--- config.mk ---
export PLATFORM = sky130hd
export DESIGN_NAME = rmq_queue
export DESIGN_NICKNAME = d
export VERILOG_FILES = /design/src/rmq_queue.sv
export VERILOG_INCLUDE_DIRS = /design/src /design/src/src
export SDC_FILE = /design/constraint.sdc
export NUM_CORES = 1
export LEC_CHECK = 0
export ABC_AREA = 1
export BUFFER_PORTS_ARGS = -buffer_cell sky130_fd_sc_hd__buf_2
export CAP_MARGIN = 10
export CORE_UTILIZATION = 54
export DETAILED_ROUTE_END_ITERATION = 8
export GPL_TIMING_DRIVEN = 0
export PLACE_DENSITY = 0.75
export SYNTH_ARGS = -nofsm -noshare
export SYNTH_HDL_FRONTEND = slang
export SYNTH_SLANG_ARGS = --single-unit
--- constraint.sdc ---
create_clock -name clk -period 2.1 [get_ports clk]
set_clock_uncertainty 0.05 [all_clocks]
set_input_delay 0.105 -clock clk [delete_from_list [all_inputs] [get_ports clk]]
set_output_delay 0.105 -clock clk [all_outputs]
set_load 0.05 [all_outputs]
--- src/rotation_matrix_to_quaternion_assert.svh ---
// Assertion macros for the rotation matrix to quaternion block.
// Included by the queue and back-end modules; no other dependencies.
`ifndef ROTATION_MATRIX_TO_QUATERNION_ASSERT_SVH
`define ROTATION_MATRIX_TO_QUATERNION_ASSERT_SVH
`ifndef SYNTHESIS
// Same-cycle implication, disabled while reset is asserted.
`define RMQ_ASSERT_SAME(lbl, clk, rst_n, ante, cons) \
	lbl: assert property (@(posedge clk) disable iff (!rst_n) (ante) |-> (cons)) \
		else $error("rmq assertion failed");
// Next-cycle implication, disabled while reset is asserted.
`define RMQ_ASSERT_NEXT(lbl, clk, rst_n, ante, cons) \
	lbl: assert property (@(posedge clk) disable iff (!rst_n) (ante) |=> (cons)) \
		else $error("rmq assertion failed");
`else
`define RMQ_ASSERT_SAME(lbl, clk, rst_n, ante, cons)
`define RMQ_ASSERT_NEXT(lbl, clk, rst_n, ante, cons)
`endif
`endif

--- src/rmq_queue.sv ---
// Short request queue that decouples the front end from the back end.
// Depends on the assertion macro header.
`include "rotation_matrix_to_quaternion_assert.svh"
module rmq_queue #(
	parameter int DW = 8,
	parameter int DEPTH = 4
) (
	input logic clk,
	input logic arst_n,
	input logic push,
	input logic [DW-1:0] wdata,
	output logic full,
	input logic pop,
	output logic rvalid,
	output logic [DW-1:0] rdata
);

	localparam int PW = (DEPTH > 1) ? $clog2(DEPTH) : 1;
	localparam int CW = $clog2(DEPTH + 1);

	logic [DW-1:0] mem_q [DEPTH];
	logic [PW-1:0] wr_q, rd_q;
	logic [CW-1:0] count_q;

	always_ff @(posedge clk or negedge arst_n) begin
		if (!arst_n) begin
			wr_q <= '0;
			rd_q <= '0;
			count_q <= '0;
		end else begin
			if (push) begin
				wr_q <= wr_q + PW'(1);
			end
			if (pop) begin
				rd_q <= rd_q + PW'(1);
			end
			if (push && !pop) begin
				count_q <= count_q + CW'(1);
			end else if (pop && !push) begin
				count_q <= count_q - CW'(1);
			end
		end
	end

	always_ff @(posedge clk) begin
		if (push) begin
			mem_q[wr_q] <= wdata;
		end
	end

	assign full = (count_q == CW'(DEPTH));
	assign rvalid = (count_q != '0);
	assign rdata = mem_q[rd_q];

	`RMQ_ASSERT_SAME(a_count_bound, clk, arst_n, 1'b1, count_q <= CW'(DEPTH))
	`RMQ_ASSERT_NEXT(a_count_up, clk, arst_n, push && !pop, count_q == $past(count_q) + CW'(1))
	`RMQ_ASSERT_NEXT(a_count_dn, clk, arst_n, pop && !push, count_q == $past(count_q) - CW'(1))

endmodule

==> After elaboration in Yosys (flattened, before gate mapping) <==
Memory sizes are Yosys's and may differ from the RTL's.
Cells that the tools add are included.
{ "op_classes": {"add_sub_neg": 4, "reduce_logical": 6, "n_mux": 4, "eq_ne": 1} }
{ "ops": {"columns": ["cell", "count"], "rows": [
  ["two-way mux 3 bit", 2],
  ["adder 2 x 1 -> 2 bit (second input constant)", 2],
  ["adder 3 x 1 -> 3 bit (second input constant)", 1],
  ["equality test 3 bit (second input constant)", 1],
  ["nonzero test 3 bit", 1],
  ["subtractor 3 x 1 -> 3 bit (second input constant)", 1],
  ["logical AND 1 bit", 2],
  ["logical NOT 1 bit", 2],
  ["two-way mux 1 bit", 2],
  ["nonzero test 2 bit", 1]
]} }
{ "word_totals": {"output_inout_bits": 10, "elab_cells": 19, "ff_bits": 7, "mem_bits_rw": 32, "mem_count": 1, "in_bits": 12} }
{ "mem_list": {"columns": ["name", "depth", "width", "rd", "rd_ports_with_merged_regs", "wr", "line", "source"], "rows": [
  ["mem_q", 4, 8, 1, 0, 1, "rmq_queue.sv:21", "logic [DW-1:0] mem_q [DEPTH];"]
]} }

==> Depth between registers and ports, before layout <==
{ "depth": {"ltp_word": 4, "mapped_depth": 9} }

==> Worst setup path after synthesis <==
Ideal clock, no wire load.
{ "synth_path": {"kind": "register -> output", "startpoint": "register count_q[0]", "endpoint": "output full", "stages_incl_launch_ff": 2, "required_time_ps": 1945, "arrival_ps": 1522, "slack_ps": 423, "path_cell_list": "dfrtp_1 nor3_1"} }
{ "synth_between": {"elab_chain_cells": 1} }
{ "synth_rtl": {"columns": ["item", "line", "source"], "rows": [
  ["start: declaration", "rmq_queue.sv:23", "logic [CW-1:0] count_q;"],
  ["start signal: assignment", "rmq_queue.sv:38", "count_q <= count_q + CW'(1);"],
  ["start signal: assignment", "rmq_queue.sv:40", "count_q <= count_q - CW'(1);"],
  ["equality test 3 bit", "rmq_queue.sv:51", "assign full = (count_q == CW'(DEPTH));"],
  ["end: declaration", "rmq_queue.sv:12", "output logic full,"]
]} }
Every way passes these cells.

==> Worst setup path in the final report <==
{ "layout_path": {"startpoint": "register rd_q[0]", "endpoint": "output rdata[4]"} }
{ "layout_between": {"elab_chain_cells": 1} }
{ "layout_rtl": {"columns": ["item", "line", "source"], "rows": [
  ["start: declaration", "rmq_queue.sv:22", "logic [PW-1:0] wr_q, rd_q;"],
  ["start signal: assignment", "rmq_queue.sv:35", "rd_q <= rd_q + PW'(1);"],
  ["memory (4 x 8 bit)", null, null],
  ["end: declaration", "rmq_queue.sv:15", "output logic [DW-1:0] rdata"]
]} }
Every way passes these cells.

==> impl_metrics.toml <==
[timing]
worstMarginPinSlew_ns = 0.381
finalMaxSlewViolations = 0
rsz0062_at_grt = "false"
tns_ns = 0
fmax_ghz = 0.598
finalHoldViolCount = 0
setup_viol = 0
fin_crit_ns = 1.67
post-route-worst-setup-slack_ns = 0.427
slew_headroom = 0.746
period_share = 0.797

[die]
io_pins = 22
die_y_um = 58.3
start_util = 0.564
rows = 20
chipWidth_um = 58.3
core_area_sq_mm = 0.00303
die-area_sq_mm = 0.00339

[worst_hold_path]
hold_class = "input port to async pin"

[finish]
mostFrequentLayoutCell = "nand2_1"
final_util = 0.676
area_delta_synth_final_pct = 19.7
final_cell_mix = "nand2_1 (38), edfxtp_1 (32), inv_1 (27), buf_2 (22), o211ai_1 (15)"
nets = 198
n_antenna_cell = 0
final_layout_size_suffix_gt1_frac = 0.199
fillCellCount = 233

[synth]
synth_top_family_by_area = "buffers and inverters"
synth_compound_area_frac = 0.0761
ys_types = 19
yosysWarnings = 0
syn_inst = 142
synth.cell_area_sq_mm = 0.00171
synth_xor_area_frac = 0.0205
yosys.area_share.simple = 0.0952
synth_nets = 160
ys_ff_latch = 39
yosysSeqAreaShare = 0.665
synth.avg_cell_area_sq_um = 12.0
synth.area.mux_share = 0
synthAdderAreaFrac = 0.0483

[placement]
dp_hpwl_um = 2100
port_buffers = 21
gp_congestion = 0.735
dp_worst_setup_slack_ns = 0.697

[detailed_routing]
ant_nets = 0
drtIter0Drc = 72
drtPass1Iterations = 4
via_count = 1097
post_drt_wl_per_cell_um = 14.0
viasPerCell = 4.88
drc = 0
wl_um = 3150

[power_and_ir_drop]
p_leak_uw = 0.000921
switching_share = 0.445
switching_power_uw = 1350
p_int_uw = 1690
power_density_mw_per_mm2 = 1490
combinationalPowerShare = 0.472
power_uw = 3040
seqPwrFrac = 0.369
vdd_drop_max_v = 0.000874
clkPwrFrac = 0.159

[setup_path]
worstPathMaxFanout = 10
regToRegEndpoint = "mem_q[0][2]$_DFFE_PP_"
worstSetupStartpointType = "flop"
arrival_ns = 1.52
critical_path_class = "flop to output port"
worstPathRequired_ns = 1.95
reg2reg_from = "wr_q[0]$_DFFE_PN0P_"
regToRegSetupSlack_ns = 0.70
end_kind = "output port"
r2r_cells = 4

[cts]
cts_tree = "built"
cts_made_buffers = 5
clk_pin_slew_ns = 0.10
clock_latency_ns = 0.34
cts-root-buf = "clkbuf_4"
clock_path_buffers = 2
cts.sinks = 39
postCtsSetupBuffers = 0
htreeDepth = 2

[global_route]
grt_pass1_vias = 1133
antenna_found_initial = 0
grt_overflow = 0
grt_first_pass_wirelength_um = 5110
groute.usage.overall = 0.219
grt_max_degree = 13

[job]
cap_violations = 0

[outcome]
status = "finished clean"
[kinds of logic after synthesis]
family,Yosys count
XOR/XNOR,4
AND/OR/NAND/NOR,42
adder cells (fa/ha/maj),6
AO/OA/AOI/OAI,17
flip-flops,39
buffers and inverters,34
[critical path: stages (launching register included)]
cell	delay, ns
dfrtp_1	0.39
buf_6	0.14
buf_6	0.14
nand2_1	0.07
o211ai_1	0.10
nand2_1	0.08
buf_2	0.26
[synthesized netlist by cell type (all sizes together)]
cell type,instances,area share
ha,5,0.037
inv,28,0.063
clkbuf,1,0.0029
nand3,1,0.0029
xnor2,1,0.0051
nand2,38,0.083
buf,5,0.029
fa,1,0.012
xor2,3,0.015
nor3,1,0.0029
dfrtp,7,0.10
o21ai,1,0.0029
o211ai,16,0.073
edfxtp,32,0.56
nor2,1,0.0022
nand4,1,0.0037
[area by class of cell]
type | instances | area (sq um) | share of cell area
flip-flops and latches | 39 | 1140 | 0.555
multi-input cells | 69 | 410 | 0.201
repair buffers | 31 | 205 | 0.100
inverters | 28 | 108 | 0.0526
plain buffers | 6 | 55.1 | 0.0269
well taps | 44 | 55.1 | 0.0269
clock inverters | 3 | 38.8 | 0.0190
clock buffers | 5 | 37.5 | 0.0183
[sequential cells by signal, indices dropped and copies added, names as in the netlist]
name     flops
mem_q       32
wr_q         2
rd_q         2
count_q      3
[power by group through the flow]
stage	clock network (uW)	registers [uW]	logic, uW
after floorplan	0	1120	1120
after global placement	0	1130	1390
after detailed placement	0	1140	1430
after CTS	491	1120	1450
after global routing	530	1140	1550
final	483	1120	1440
[per-stage QoR]
step | instance area, sq um | hold slack (ns) | instances
2_1_floorplan | 1710 | -0.241 | 142
3_3_place_gp | 1870 | -0.107 | 207
3_5_place_dp | 1870 | -0.102 | 207
4_1_cts | 2050 | 0.0482 | 225
5_1_grt | 2050 | 0.0562 | 225
6_report | 2050 | 0.0717 | 225
[layer usage]
| metal | vias to the layer above | share of wire | wire (um) | track usage |
|---|---|---|---|---|
| met1 | 520 | 0.41 | 1280 | 0.256 |
| met2 | 28 | 0.53 | 1670 | 0.366 |
| met5 | - | 0 | 0 | 0 |
| met4 | 0 | 0.023 | 73 | 0.136 |
| li1 | 541 | - | - | - |
| met3 | 8 | 0.040 | 127 | 0.0469 |
[repair_timing]
item | 4_1_cts | 5_1_grt
hold buffers | 10 | 0
gates resized for setup | 0 | 0
endpoints found under the hold margin | 41 | 0
[worst max path at each step]
stage	from	end	slack [ns]
CTS	rd_q[0]$_DFFE_PN0P_	rdata[4]	0.40
detailed placement	wr_q[0]$_DFFE_PN0P_	mem_q[0][6]$_DFFE_PP_	0.70
floorplan	count_q[0]$_DFFE_PN0P_	full	0.42
global route	rd_q[0]$_DFFE_PN0P_	rdata[1]	0.34
finish	rd_q[0]$_DFFE_PN0P_	rdata[4]	0.43
global placement	wr_q[0]$_DFFE_PN0P_	mem_q[0][6]$_DFFE_PP_	0.74
No activity file was read; power rests on OpenSTA's default activity.
