**config.mk**
```make
export PLATFORM = sky130hd
export DESIGN_NAME = rmq_front_flat
export DESIGN_NICKNAME = d
export VERILOG_FILES = /design/src/rotation_matrix_to_quaternion_assert.svh /design/src/rmq_pkg.sv /design/src/rmq_in_if.sv /design/src/rmq_front.sv /design/src/flat_wrapper.sv
export SDC_FILE = /design/constraint.sdc
export NUM_CORES = 1
export LEC_CHECK = 0
export ABC_AREA = 1
export BUFFER_PORTS_ARGS = -buffer_cell sky130_fd_sc_hd__buf_4
export CAP_MARGIN = 20
export CORE_MARGIN = 2
export CORE_UTILIZATION = 54
export DETAILED_ROUTE_END_ITERATION = 7
export PLACE_DENSITY = 0.81
export SLEW_MARGIN = 20
export SYNTH_ARGS = -nofsm -noshare
export SYNTH_HDL_FRONTEND = slang
export SYNTH_SLANG_ARGS = --single-unit
export TNS_END_PERCENT = 10
```
**constraint.sdc**
```tcl
create_clock -name vclk -period 9.1
set_input_delay 2.73 -clock vclk [all_inputs]
set_output_delay 2.73 -clock vclk [all_outputs]
set_load 0.1 [all_outputs]
```
**src/rotation_matrix_to_quaternion_assert.svh**
```systemverilog
// Assertion macros for the rotation matrix to quaternion block.
// Included by the queue and back-end modules; no other dependencies.
`ifndef ROTATION_MATRIX_TO_QUATERNION_ASSERT_SVH
`define ROTATION_MATRIX_TO_QUATERNION_ASSERT_SVH
`ifndef SYNTHESIS
// Same-cycle implication, disabled while reset is asserted.
`define RMQ_ASSERT_SAME(lbl, clk, rst_n, ante, cons) \
	lbl: assert property (@(posedge clk) disable iff (!rst_n) (ante) |-> (cons)) \
		else $error("rmq assertion failed");
// Next-cycle implication, disabled while reset is asserted.
`define RMQ_ASSERT_NEXT(lbl, clk, rst_n, ante, cons) \
	lbl: assert property (@(posedge clk) disable iff (!rst_n) (ante) |=> (cons)) \
		else $error("rmq assertion failed");
`else
`define RMQ_ASSERT_SAME(lbl, clk, rst_n, ante, cons)
`define RMQ_ASSERT_NEXT(lbl, clk, rst_n, ante, cons)
`endif
`endif

```
**src/rmq_pkg.sv**
```systemverilog
// Shared types and constants for the rotation matrix to quaternion block.
// No dependencies.
package rmq_pkg;

	localparam int WORD_BITS_DEF = 16;
	// Request queue depth between front and back end; must be a power of two.
	localparam int QUEUE_DEPTH = 4;

	typedef enum logic [1:0] {
		BR_TRACE,
		BR_X,
		BR_Y,
		BR_Z
	} br_t;

endpackage

```
**src/rmq_in_if.sv**
```systemverilog
// Matrix input channel: valid/ready handshake with the ten matrix elements.
// Depends on nothing.
interface rmq_in_if #(parameter int W = 16);
	logic valid;
	logic ready;
	logic signed [W-1:0] m00;
	logic signed [W-1:0] m01;
	logic signed [W-1:0] m02;
	logic signed [W-1:0] m10;
	logic signed [W-1:0] m11;
	logic signed [W-1:0] m12;
	logic signed [W-1:0] m20;
	logic signed [W-1:0] m21;
	logic signed [W-1:0] m22;
	logic signed [W-1:0] m33;

	modport source (output valid, m00, m01, m02, m10, m11, m12, m20, m21, m22, m33,
		input ready);
	modport sink (input valid, m00, m01, m02, m10, m11, m12, m20, m21, m22, m33,
		output ready);
endinterface

```
**src/rmq_front.sv**
```systemverilog
// Front end: accepts a matrix, picks the branch, forms the square-root
// argument and the three quotient numerators. Depends on rmq_pkg, rmq_in_if.
module rmq_front import rmq_pkg::*; #(
	parameter int W = WORD_BITS_DEF,
	localparam int EW = 4 * (W + 1) + 3
) (
	rmq_in_if.sink mat,
	input logic full,
	output logic push,
	output logic [EW-1:0] entry
);

	localparam int F = W - 2;
	localparam int TW = W + 2;
	localparam int NW = W + 1;
	localparam logic signed [TW-1:0] ONE = TW'(1) << F;

	logic signed [TW-1:0] e00, e11, e22, e33;
	logic signed [TW-1:0] t_tr, t_nt, t_sel;
	logic signed [NW-1:0] p01, p02, p12, d01, d20, d12;
	logic signed [NW-1:0] n0, n1, n2;
	logic is_tr, inv;
	br_t br;

	assign e00 = TW'(mat.m00);
	assign e11 = TW'(mat.m11);
	assign e22 = TW'(mat.m22);
	assign e33 = TW'(mat.m33);

	assign p01 = NW'(mat.m01) + NW'(mat.m10);
	assign p02 = NW'(mat.m02) + NW'(mat.m20);
	assign p12 = NW'(mat.m12) + NW'(mat.m21);
	assign d01 = NW'(mat.m01) - NW'(mat.m10);
	assign d20 = NW'(mat.m20) - NW'(mat.m02);
	assign d12 = NW'(mat.m12) - NW'(mat.m21);

	assign t_tr = e00 + e11 + e22 + e33;
	assign is_tr = (t_tr >= ONE);

	always_comb begin
		br_t big;
		big = (e00 <= e11) ? BR_Y : BR_X;
		if (e22 > ((big == BR_Y) ? e11 : e00)) begin
			big = BR_Z;
		end
		// Numerators are listed in output order, skipping the slot of the
		// component that comes from the square root itself.
		if (is_tr) begin
			br = BR_TRACE;
			t_nt = t_tr;
			n0 = d12;
			n1 = d20;
			n2 = d01;
		end else begin
			br = big;
			unique case (big)
				BR_X: begin
					t_nt = e00 - e11 - e22 + ONE;
					n0 = p01;
					n1 = p02;
					n2 = d12;
				end
				BR_Y: begin
					t_nt = e11 - e22 - e00 + ONE;
					n0 = p01;
					n1 = p12;
					n2 = d20;
				end
				default: begin
					t_nt = e22 - e00 - e11 + ONE;
					n0 = p02;
					n1 = p12;
					n2 = d01;
				end
			endcase
		end
	end

	assign t_sel = t_nt;
	assign inv = !is_tr && (t_sel[TW-1] || t_sel == '0);

	assign push = mat.valid && !full;
	assign mat.ready = !full;
	assign entry = {br, inv, t_sel[W:0], n2, n1, n0};

endmodule

```
**src/flat_wrapper.sv**
```systemverilog
// flat-port wrapper written by rule: the top's interface ports become plain ports
module rmq_front_flat import rmq_pkg::*;
#(
	parameter int W = WORD_BITS_DEF,
	localparam int EW = 4 * (W + 1) + 3
)
  (full, push, entry, mat_valid, mat_m00, mat_m01, mat_m02, mat_m10, mat_m11, mat_m12, mat_m20, mat_m21, mat_m22, mat_m33, mat_ready);
  rmq_in_if #(.W(W)) mat_i ();
  input logic full;
  output logic push;
  output logic [EW-1:0] entry;
  input wire logic [$bits(mat_i.valid)-1:0] mat_valid;
  input wire logic [$bits(mat_i.m00)-1:0] mat_m00;
  input wire logic [$bits(mat_i.m01)-1:0] mat_m01;
  input wire logic [$bits(mat_i.m02)-1:0] mat_m02;
  input wire logic [$bits(mat_i.m10)-1:0] mat_m10;
  input wire logic [$bits(mat_i.m11)-1:0] mat_m11;
  input wire logic [$bits(mat_i.m12)-1:0] mat_m12;
  input wire logic [$bits(mat_i.m20)-1:0] mat_m20;
  input wire logic [$bits(mat_i.m21)-1:0] mat_m21;
  input wire logic [$bits(mat_i.m22)-1:0] mat_m22;
  input wire logic [$bits(mat_i.m33)-1:0] mat_m33;
  output wire logic [$bits(mat_i.ready)-1:0] mat_ready;
  assign mat_i.valid = mat_valid;
  assign mat_i.m00 = mat_m00;
  assign mat_i.m01 = mat_m01;
  assign mat_i.m02 = mat_m02;
  assign mat_i.m10 = mat_m10;
  assign mat_i.m11 = mat_m11;
  assign mat_i.m12 = mat_m12;
  assign mat_i.m20 = mat_m20;
  assign mat_i.m21 = mat_m21;
  assign mat_i.m22 = mat_m22;
  assign mat_i.m33 = mat_m33;
  assign mat_ready = mat_i.ready;
  rmq_front #(.W(W)) u_core (.mat(mat_i), .full(full), .push(push), .entry(entry));
endmodule
```
Yosys cells after proc, flatten, opt, wreduce, memory -nomap -nowiden
Cells that the tools add are included.
{"block": "totals", "register_bits": 0}
{"block": "op_classes", "n_reduce_logical": 7, "order_cmp": 3, "n_eq_ne": 3, "n_addsub": 18, "n_mux": 12}
{"cell": "16-bit by 16-bit subtractor with 17-bit output", "n": 6}
{"cell": "17-bit two-way mux", "n": 5}
{"cell": "16-bit by 16-bit adder with 17-bit output", "n": 4}
{"cell": "18-bit by 16-bit adder with 18-bit output, second input constant", "n": 3}
{"cell": "17-bit by 16-bit subtractor with 18-bit output", "n": 3}
{"cell": "18-bit two-way mux", "n": 2}
{"cell": "18-bit one-hot mux with 2 select lines", "n": 1}
{"cell": "17-bit one-hot mux with 2 select lines", "n": 1}
{"cell": "17-bit by 16-bit adder with 18-bit output", "n": 1}
{"cell": "18-bit by 16-bit adder with 18-bit output", "n": 1}
{"cell": "18-bit by 16-bit >= comparator with 1-bit output, second input constant", "n": 1}
{"cell": "16-bit by 18-bit greater-than comparator with 1-bit output", "n": 1}
{"cell": "18-bit logical NOT", "n": 1}
{"cell": "16-bit <= comparator", "n": 1}
{"cell": "2-bit two-way mux", "n": 3}
{"cell": "2-bit equality test, second input constant", "n": 2}
{"cell": "2-bit by 1-bit equality test with 1-bit output, second input constant", "n": 1}
{"cell": "1-bit logical AND", "n": 2}
{"cell": "1-bit logical NOT", "n": 2}
{"cell": "2-bit OR reduction", "n": 1}
{"cell": "1-bit logical OR", "n": 1}

Logic depth before layout (Yosys ltp)
Gate-level depths: netlist of the first run.
{"block": "logic_depth", "ltp_word": 12, "ltp_mapped": 40, "depth_no_buf": 37}

Least setup slack after synthesis of the first run
Ideal clock, no wire load.
{"block": "synth_timing", "path_kind": "input to output", "startpoint": "input mat_m11[15]", "endpoint": "output entry[42]", "t_arrival_ps": 9157, "n_path_buf": 3, "setup_slack_ps": -2787, "stages": 21, "path_cell_list": "inv_1 -> ha_1 -> inv_1 -> a21oi_1 -> nand2_1 -> a21oi_1 -> nand3_1 -> nand3_2 -> buf_2 -> clkbuf_1 -> o21ai_0 -> ha_1 -> nand2_1 -> nor3_2 -> nand3_1 -> nand4_1 -> nand2_2 -> buf_4 -> nand2_4 -> inv_1 -> o311ai_0"}
{"block": "synth_via", "elab_chain_len": 9}
{"element": "from (decl)", "line_no": "flat_wrapper.sv:17", "source": "input wire logic [$bits(mat_i.m11)-1:0] mat_m11;"}
{"element": "branches (longest 8 deep; another with 17-bit by 16-bit adder with 18-bit output)"}
{"element": "17-bit two-way mux *", "line_no": "rmq_front.sv:48", "source": "if (is_tr) begin"}
{"element": "to (decl)", "line_no": "flat_wrapper.sv:11", "source": "output logic [EW-1:0] entry;"}
Mark *: on every way between the ends.

Final worst setup path of the first run
{"block": "layout_timing", "startpoint": "input mat_m11[10]", "endpoint": "output entry[68]"}
{"block": "layout_via", "elab_chain_len": 12}
{"element": "branches (longest 11 deep; another with 17-bit by 16-bit adder with 18-bit output)"}
{"element": "1-bit logical AND *", "line_no": "rmq_front.sv:80", "source": "assign inv = !is_tr && (t_sel[TW-1] || t_sel == '0);"}
Marks and branches as above.

==> results of run 1 <==
-- final cells by class --
class              instances  area [sq um]
repair buffers           470          4510
multi-input cells       1565         12000
well taps                319           399
inverters                314          1220
fillers                 1661          5220
-- metrics by stage --
step           power (uW)  setup WS (ns)  instances
5_1_grt              6860          -1.01       2668
4_1_cts              5890         -0.226       2659
6_report             6590         -0.865       2668
3_5_place_dp         5400         -0.750       2646
3_3_place_gp         5360         -0.698       2646
2_1_floorplan        3820         -0.793       1930
-- Yosys cell counts, types with 4 or more instances --
master    number  area [sq um]
fa_1          90          1800
o21ai_0      102           510
nand2_2        9          56.3
o21a_1         4          30.0
a21oi_1      161           806
or2_2          4          25.0
nand4_1       17           106
o31ai_1       14           105
xor2_1       105           920
nor2_1       111           417
o22ai_1        6          37.5
nor3_1        21           105
a21o_1        10          75.1
nand2_1      402          1510
buf_6          5          56.3
ha_1         252          3150
o21ai_1       18          90.1
nand3_1      122           611
xnor2_1       12           105
buf_2         19          95.1
buf_4          5          37.5
o211ai_1       9          67.6
inv_2          4          15.0
o21bai_1      16           120
clkbuf_1      23          86.3
inv_1        307          1150
nor4_1         8          50.1
a21boi_0       9          67.6
nand3b_1      10          75.1
o221ai_1      10          87.6
-- where the power goes --
part	internal (uW)	leakage, uW	switching, uW
combinational	2310	0.00971	4280
sequential	0	0	0
clock	0	0	0
-- metal layers --
layer | track usage (%) | up-vias
li1 | - | 7144
met1 | 44.2 | 7223
met2 | 71.7 | 943
met3 | 3.67 | 294
met4 | 20.6 | 0
met5 | 0 | -
-- layout by cell type, fill, tap and decap left out, drive strengths merged, types with 2 or more instances in the layout --
master and n:
clkbuf 2, clkinvlp 5, xnor2 12, nand2 413, inv 307, o211ai 9
nand3b 10, clkinv 2, nor2 113, nor4 8, a21oi 166, o21ai 121
o21a 4, o21bai 17, a221oi 2, a22oi 2, o31ai 14, buf 467
ha 252, a31oi 3, a22o 2, nor3 22, xor2 105, nand3 127
a21o 10, or2 7, nand4 17, o22ai 6, o2111ai 3, o221ai 10
a21boi 12, fa 90
-- worst paths after layout --
path,startpoint,end,slack (ns),cells after the start
worst max-delay path,mat_m11[10],entry[68],-0.86,31
worst min-delay path,full,push,5.80,3
-- repair_timing --
action / in CTS / in global routing
pin swaps: 26 / 36
gates resized for setup: 149 / 171
endpoints found under the setup margin: 70 / 70
gates cloned: 2 / 3
buffers inserted: 11 / 6
hold buffers: 0 / 0
-- logic make-up after synthesis --
group / Yosys count / share of synthesized area (%)
AO/OA/AOI/OAI: 385 / 17.5
XOR/XNOR: 117 / 8.02
adder cells (fa/ha/maj): 342 / 38.8
buffers and inverters: 366 / 11.4
multiplexers: 1 / 0.0783
AND/OR/NAND/NOR: 719 / 24.2
==> impl_metrics.csv, run 1 <==
group,metric,value,unit
detailed_routing,drt_iter0_markers,1487,
sta,final_max_slew_viol_count,0,
detailed_routing,highest_layer,"met4",
sta,finalSetupViolCount,70,
synthesis,synthDistinctLibCells,57,
detailed_routing,wirelength,54000,microns
grt,grt_usage,38.9,%
setup_path,cp_common_cell,"nand2_1",
sta,max_freq,0.100,GHz
die,die_x,158,microns
final_layout,final_nets,2855,
grt,grt_start_max_net_pins,21,
setup_path,worstPathArrival,7.23,ns
setup_path,worst-path-buf-inv,7,
die,boundaryPins,235,
final_layout,area_growth,41.7,%
final_layout,drive_gt1_share,26.2,%
setup_path,critical_path.top_delay_family,"simple AND/OR/NAND/NOR gates",
detailed_routing,dr.pass1.iters,6,
die,fp-row-count,56,
final_layout,final_area,18100,sq um
grt,grt-ovfl-total,0,
sta,fin_crit_sh,110,%
placement,place_area,16600,sq um
final_layout,seq_cell_count,0,
final_layout,final_core_util,77.6,%
synthesis,netlist_instances,1930,
detailed_routing,wl_met1,19100,microns
die,fp.dieH,158,microns
grt,grt_pass1_wl,76200,microns
synthesis,ys_warn_count,0,
detailed_routing,drc,0,
sta,min_period,9.96,ns
status,violations,"negative setup slack",
pwr,power.leakage,0.00971,uW
final_layout,diodes,0,
pwr,vdd_drop_max,0.704,mV
placement,portBuffers,235,
synthesis,seq_area_frac_synth,0,%
grt,antenna_found_initial,0,
die,die_area,24900,sq um
detailed_routing,wl_met3,4570,microns
synthesis,avgSynthCellArea,6.62,sq um
placement,dp_hpwl,42400,microns
setup_path,required,6.37,ns
setup_path,setup.worst_path.start_class,"input pin",
run,drv_cap,0,
status,status,"finished with violations",
sta,fin_ws,-0.865,ns
synthesis,synth_nets,2434,
setup_path,cp_slowest_cell,"ha_1",
sta,hold_viol,0,
die,core,23300,sq um
final_layout,seqCellArea,0,sq um
final_layout,num-clock-buffers,0,
setup_path,worst-setup-path-type,"input pin to output pin",
setup_path,end_kind,"output pin",
die,start_util,54.8,%
detailed_routing,vias_per_cell,5.85,
detailed_routing,antenna_left,0,
sta,hold_ws,5.80,ns
sta,slew_headroom,51.1,%
sta,tightest_slew,0.731,ns
setup_path,cp_max_fo,11,
detailed_routing,vias,15600,
pwr,powerDensity,364,nW/um^2
sta,rsz0062_at_grt,"yes",
synthesis,syn_area,12800,sq um
min_path,hp-class,"input pin to output pin",
sta,tns,-41.43,ns
grt,grt_pass1_vias,15300,
setup_path,slowest_delay,0.34,ns
detailed_routing,met2_length,26300,microns
placement,gp_congestion,1.01,
detailed_routing,wl_per_cell,20.3,microns
No activity file was read; power rests on OpenSTA's default activity.
==> inputs of run 2 (changes only) <==
--- a/config.mk
+++ b/config.mk
@@ -5,7 +5,6 @@
 export SDC_FILE = /design/constraint.sdc
 export NUM_CORES = 1
 export LEC_CHECK = 0
-export ABC_AREA = 1
 export BUFFER_PORTS_ARGS = -buffer_cell sky130_fd_sc_hd__buf_4
 export CAP_MARGIN = 20
 export CORE_MARGIN = 2
==> impl_metrics.csv, run 2 <==
group,metric,value,unit
status,status,"finished with violations",
status,violations,"design-rule violations, negative setup slack",
sta,finalSetupViolCount,71,
sta,hold_viol,0,
synthesis,ys_warn_count,0,
synthesis,syn_area,12100,sq um
setup_path,cp_slowest_cell,"or4_4",
die,boundaryPins,235,
final_layout,num-clock-buffers,0,
placement,gp_congestion,0.974,
synthesis,synthDistinctLibCells,74,
final_layout,seqCellArea,0,sq um
detailed_routing,wirelength,64100,microns
setup_path,worst-setup-path-type,"input pin to output pin",
detailed_routing,dr.pass1.iters,8,
final_layout,fillerInstances,1082,
setup_path,setup.worst_path.start_class,"input pin",
grt,grt_pass1_vias,15900,
final_layout,area_growth,57.0,%
synthesis,synth_most_common_cell,"ha_1",
setup_path,end_kind,"output pin",
die,fp.dieH,154,microns
die,core,21900,sq um
detailed_routing,wl_per_cell,26.8,microns
setup_path,critical_path.top_delay_family,"simple AND/OR/NAND/NOR gates",
final_layout,layout_commonest_cell,"buf_4",
placement,dp_hpwl,40100,microns
synthesis,synth_nets,2119,
die,fp-row-count,54,
final_layout,final_cell_mix,"426 x buf_4, 235 x ha_1, 169 x inv_1, 114 x nand2_1, 110 x a21oi_1",
sta,fin_ws,-2.19,ns
setup_path,slowest_delay,0.56,ns
detailed_routing,drt_iter0_markers,2248,
setup_path,worst-path-buf-inv,6,
grt,grt_pass1_wl,84000,microns
setup_path,path_cells,"buf_4, inv_1, ha_1, nor2_1, nand4_1, a21oi_2, or4_4, a21o_4, buf_6, buf_4, a21oi_2, ha_1, nand4_1, nor4_4, a31o_2, a31oi_2, or2_4, buf_12, a22oi_2, a32oi_4, nand4bb_4, o21ai_4, buf_12",
final_layout,seq_cell_count,0,
sta,fin_crit_sh,124,%
grt,grt-ovfl-total,0,
detailed_routing,antenna_left,0,
placement,pre_cts_slack,-1.52,ns
sta,rsz0062_at_grt,"yes",
die,die_area,23600,sq um
setup_path,worstPathArrival,8.56,ns
setup_path,cp_max_fo,8,
detailed_routing,drc,27,
detailed_routing,vias,16100,
synthesis,synth.top_cells.by_area,"ha_1 26%, fa_1 15%, xnor2_1 6.7%",
grt,grt_start_max_net_pins,35,
sta,tightest_slew,0.842,ns
clock_network,postCtsHoldBufs,0,
min_path,hp-class,"input pin to output pin",
sta,min_period,11.29,ns
synthesis,synth_commonest_cells,"252 x ha_1, 183 x inv_1, 134 x a21oi_1, 131 x nand2_1, 123 x nor2_1",
die,start_util,55.3,%
sta,max_freq,0.0886,GHz
grt,grt_usage,44.3,%
placement,portBuffers,235,
final_layout,drive_gt1_share,36.4,%
synthesis,synth_top_cell_by_area,"ha_1",
final_layout,multi_input_area,12600,sq um
synthesis,synthDominantCellAreaShare,26.0,%
sta,final_max_slew_viol_count,0,
sta,slew_headroom,43.1,%
run,drv_cap,0,
synthesis,avgSynthCellArea,7.49,sq um
final_layout,final_nets,2617,
synthesis,seq_area_frac_synth,0,%
grt,antenna_found_initial,4,
synthesis,netlist_instances,1615,
setup_path,required,6.37,ns
die,die_x,154,microns
detailed_routing,vias_per_cell,6.74,
==> run 2: cell types whose count changed in the layout (fill, tap and decap cells not counted), moves of 53 or more <==
cell     delta
xor2_1     -71
xnor2_1    +80
inv_1     -124
nand3_1    -90
buf_4      +53
nand2_1   -262
==> run 2: through the flow <==
stage / hold slack (ns) / area [sq um] / cells / util (%) / TNS [ns]
after floorplan: 5.79 / 12700 / 1615 / - / -63.39
after global placement: 5.79 / 16600 / 2341 / 75.9 / -59.74
after detailed placement: 5.80 / 16600 / 2341 / 75.9 / -75.56
after CTS: 5.80 / 18300 / 2372 / 83.6 / -46.71
after global routing: 5.81 / 19000 / 2393 / 86.8 / -126.65
final: 5.81 / 19000 / 2394 / 86.8 / -112.55
==> run 2: worst min-delay path: cells and delay by family <==
kind,cells,cell delay [ns]
buffers and inverters,3,0.35
==> run 2: path summary, 6_finish.rpt <==
path | start | endpoint | cells after the start
setup / recovery | mat_m00[8] | entry[68] | 23
hold / removal | full | mat_ready | 3
==> run 2: area by class of cell <==
class                      count  area share, %
timing repair buffer         553           28.3
multi-input combinational   1375           66.0
tap                          280           1.84
inverter                     183           3.75
antenna                        3         0.0395
==> run 2: repair_timing <==
action	4_1_cts	5_1_grt
pin swaps	65	62
gates resized for setup	349	119
setup endpoints to repair	71	71
buffers inserted	30	19
cloned	2	2
==> run 2: cells by family (layout without fill, tap and decap cells) <==
kind of cell	Yosys count	count (layout)	synth area share, %
AOI/OAI and AO/OA	429	429	22.5
xor gates and xnor gates	127	127	9.19
adders and majority gates	342	342	40.9
buffers and inverters	240	736	7.75
muxes	17	17	1.43
other	0	3	0
and+or+nand+nor	460	460	18.2
==> run 2: layer usage <==
layer | vias up | wire length [microns] | global-route usage (%)
met5 | - | 124 | 0
met4 | 4 | 7320 | 30.4
met3 | 646 | 8660 | 6.71
met2 | 1553 | 27600 | 77.4
met1 | 7350 | 20400 | 49.5
li1 | 6590 | - | -
==> inputs of run 3 (changes only) <==
--- a/config.mk
+++ b/config.mk
@@ -10,8 +10,8 @@
 export CORE_MARGIN = 2
 export CORE_UTILIZATION = 54
 export DETAILED_ROUTE_END_ITERATION = 7
-export PLACE_DENSITY = 0.81
-export SLEW_MARGIN = 20
+export PLACE_DENSITY = 0.91
+export SLEW_MARGIN = 40
 export SYNTH_ARGS = -nofsm -noshare
 export SYNTH_HDL_FRONTEND = slang
 export SYNTH_SLANG_ARGS = --single-unit
==> impl_metrics.csv, run 3 (same netlist as run 2, synthesis figures left out) <==
group,metric,value,unit
min_path,holdPathStages,3,
grt,grt_pass1_wl,77600,microns
setup_path,worstPathArrival,8.45,ns
final_layout,num-clock-buffers,0,
run,drv_cap,0,
sta,tightest_slew,1.13,ns
sta,fin_crit_sh,123,%
die,fp-row-count,54,
setup_path,slowest_delay,0.88,ns
setup_path,critical_path.top_delay_family,"compound AO/OA/AOI/OAI gates",
grt,grt-ovfl-total,0,
setup_path,worst-path-buf-inv,6,
pwr,switching_share,63.2,%
pwr,powerDensity,403,nW/um^2
pwr,p_switching,4740,uW
sta,rsz0062_at_grt,"yes",
pwr,pwr-share-seq,0,%
final_layout,drive_gt1_share,35.4,%
pwr,power.leakage,0.00898,uW
detailed_routing,drc,0,
pwr,combPwrFrac,100.0,%
pwr,p_total,7500,uW
sta,slew_headroom,23.9,%
die,fp.dieH,154,microns
die,start_util,55.3,%
sta,hold_viol,0,
setup_path,required,6.37,ns
detailed_routing,wirelength,57100,microns
detailed_routing,wl_per_cell,24.1,microns
die,core,21900,sq um
setup_path,cp_max_fo,10,
final_layout,area_growth,53.9,%
pwr,power.internal,2760,uW
final_layout,seqCellArea,0,sq um
placement,dp_hpwl,38300,microns
detailed_routing,vias,15400,
sta,max_freq,0.0894,GHz
placement,place_area,16500,sq um
grt,grt_pass1_vias,15200,
final_layout,seq_cell_count,0,
detailed_routing,drt_iter0_markers,1720,
setup_path,setup.worst_path.start_class,"input pin",
final_layout,final_cell_mix,"421 x buf_4, 234 x ha_1, 169 x inv_1, 122 x nand2_1, 105 x a21oi_1",
setup_path,cp.depth,25,
final_layout,layout_commonest_cell,"buf_4",
detailed_routing,dr.pass1.iters,8,
detailed_routing,antenna_left,0,
final_layout,layout.cells.non_filler,2374,
setup_path,end_kind,"output pin",
status,status,"finished with violations",
status,violations,"negative setup slack",
die,die_area,23600,sq um
die,die_x,154,microns
min_path,hp-class,"input pin to output pin",
grt,grt_usage,40.1,%
final_layout,fillerInstances,1169,
sta,final_max_slew_viol_count,0,
sta,min_period,11.18,ns
pwr,vdd_drop_max,0.652,mV
final_layout,final_nets,2599,
pwr,clkPwrFrac,0,%
placement,gp_congestion,1.07,
clock_network,postCtsHoldBufs,0,
setup_path,worst-setup-path-type,"input pin to output pin",
grt,antenna_found_initial,0,
sta,fin_ws,-2.08,ns
placement,portBuffers,235,
placement,place_inst,2341,
sta,finalSetupViolCount,71,
grt,grt_start_max_net_pins,31,
die,boundaryPins,235,
detailed_routing,vias_per_cell,6.47,
setup_path,cp_slowest_cell,"o21ai_0",
final_layout,final_area,18600,sq um
[run 3: cell count changes in the layout (fill, tap and decap cells not counted), sizes merged]
| cell | delta |
|---|---|
| a21o | +2 |
| or2 | +1 |
| diode | -2 |
| clkbuf | -2 |
| buf | -19 |
[run 3: path summary, 6_finish.rpt]
kind,startpoint,end,slack [ns]
worst max-delay path,mat_m11[12],entry[68],-2.08
worst min-delay path,full,mat_ready,5.80
[run 3: repair_timing]
item	CTS	global route
pin swaps	44	60
resized for setup	260	164
hold endpoints to repair	0	0
endpoints found under the setup margin	71	71
buffers inserted	10	18
gates cloned	4	1
[run 3: per-layer routing]
metal  routed length (microns)  vias to the layer above  GRT usage (%)
met5                         0                        -              0
met4                      5020                        0           19.4
met3                      6270                      466           4.48
met2                     26400                     1201           72.4
li1                          -                     6562              -
met1                     19500                     7123           47.3
[run 3: final cells by class]
class                      instances  area (sq um)  share of cell area (%)
timing repair buffer             532          5060                    27.2
antenna                            1          2.50                  0.0134
inverter                         183           698                    3.75
tap                              280           350                    1.88
multi-input combinational       1378         12500                    67.2
[run 3: worst min-delay path, cell delays in order]
cell and delay (ns):
buf_4 0.09, inv_1 0.03, buf_4 0.22
[run 3: power groups by stage]
stage	registers [uW]	logic, uW	clock network (uW)
floorplan	0	4270	0
global placement	0	5790	0
detailed placement	0	5850	0
CTS	0	6860	0
global route	0	7690	0
finish	0	7500	0.0000147
[run 3: through the flow]
step                util, %  setup WS [ns]  setup TNS (ns)  hold slack, ns
CTS                    81.1          -1.07          -55.04            5.80
floorplan                 -          -1.17          -63.39            5.79
global placement       75.5          -1.36          -66.66            5.79
global route           85.1          -2.23         -127.18            5.82
finish                 85.1          -2.08         -119.98            5.80
detailed placement     75.5          -1.46          -78.44            5.79
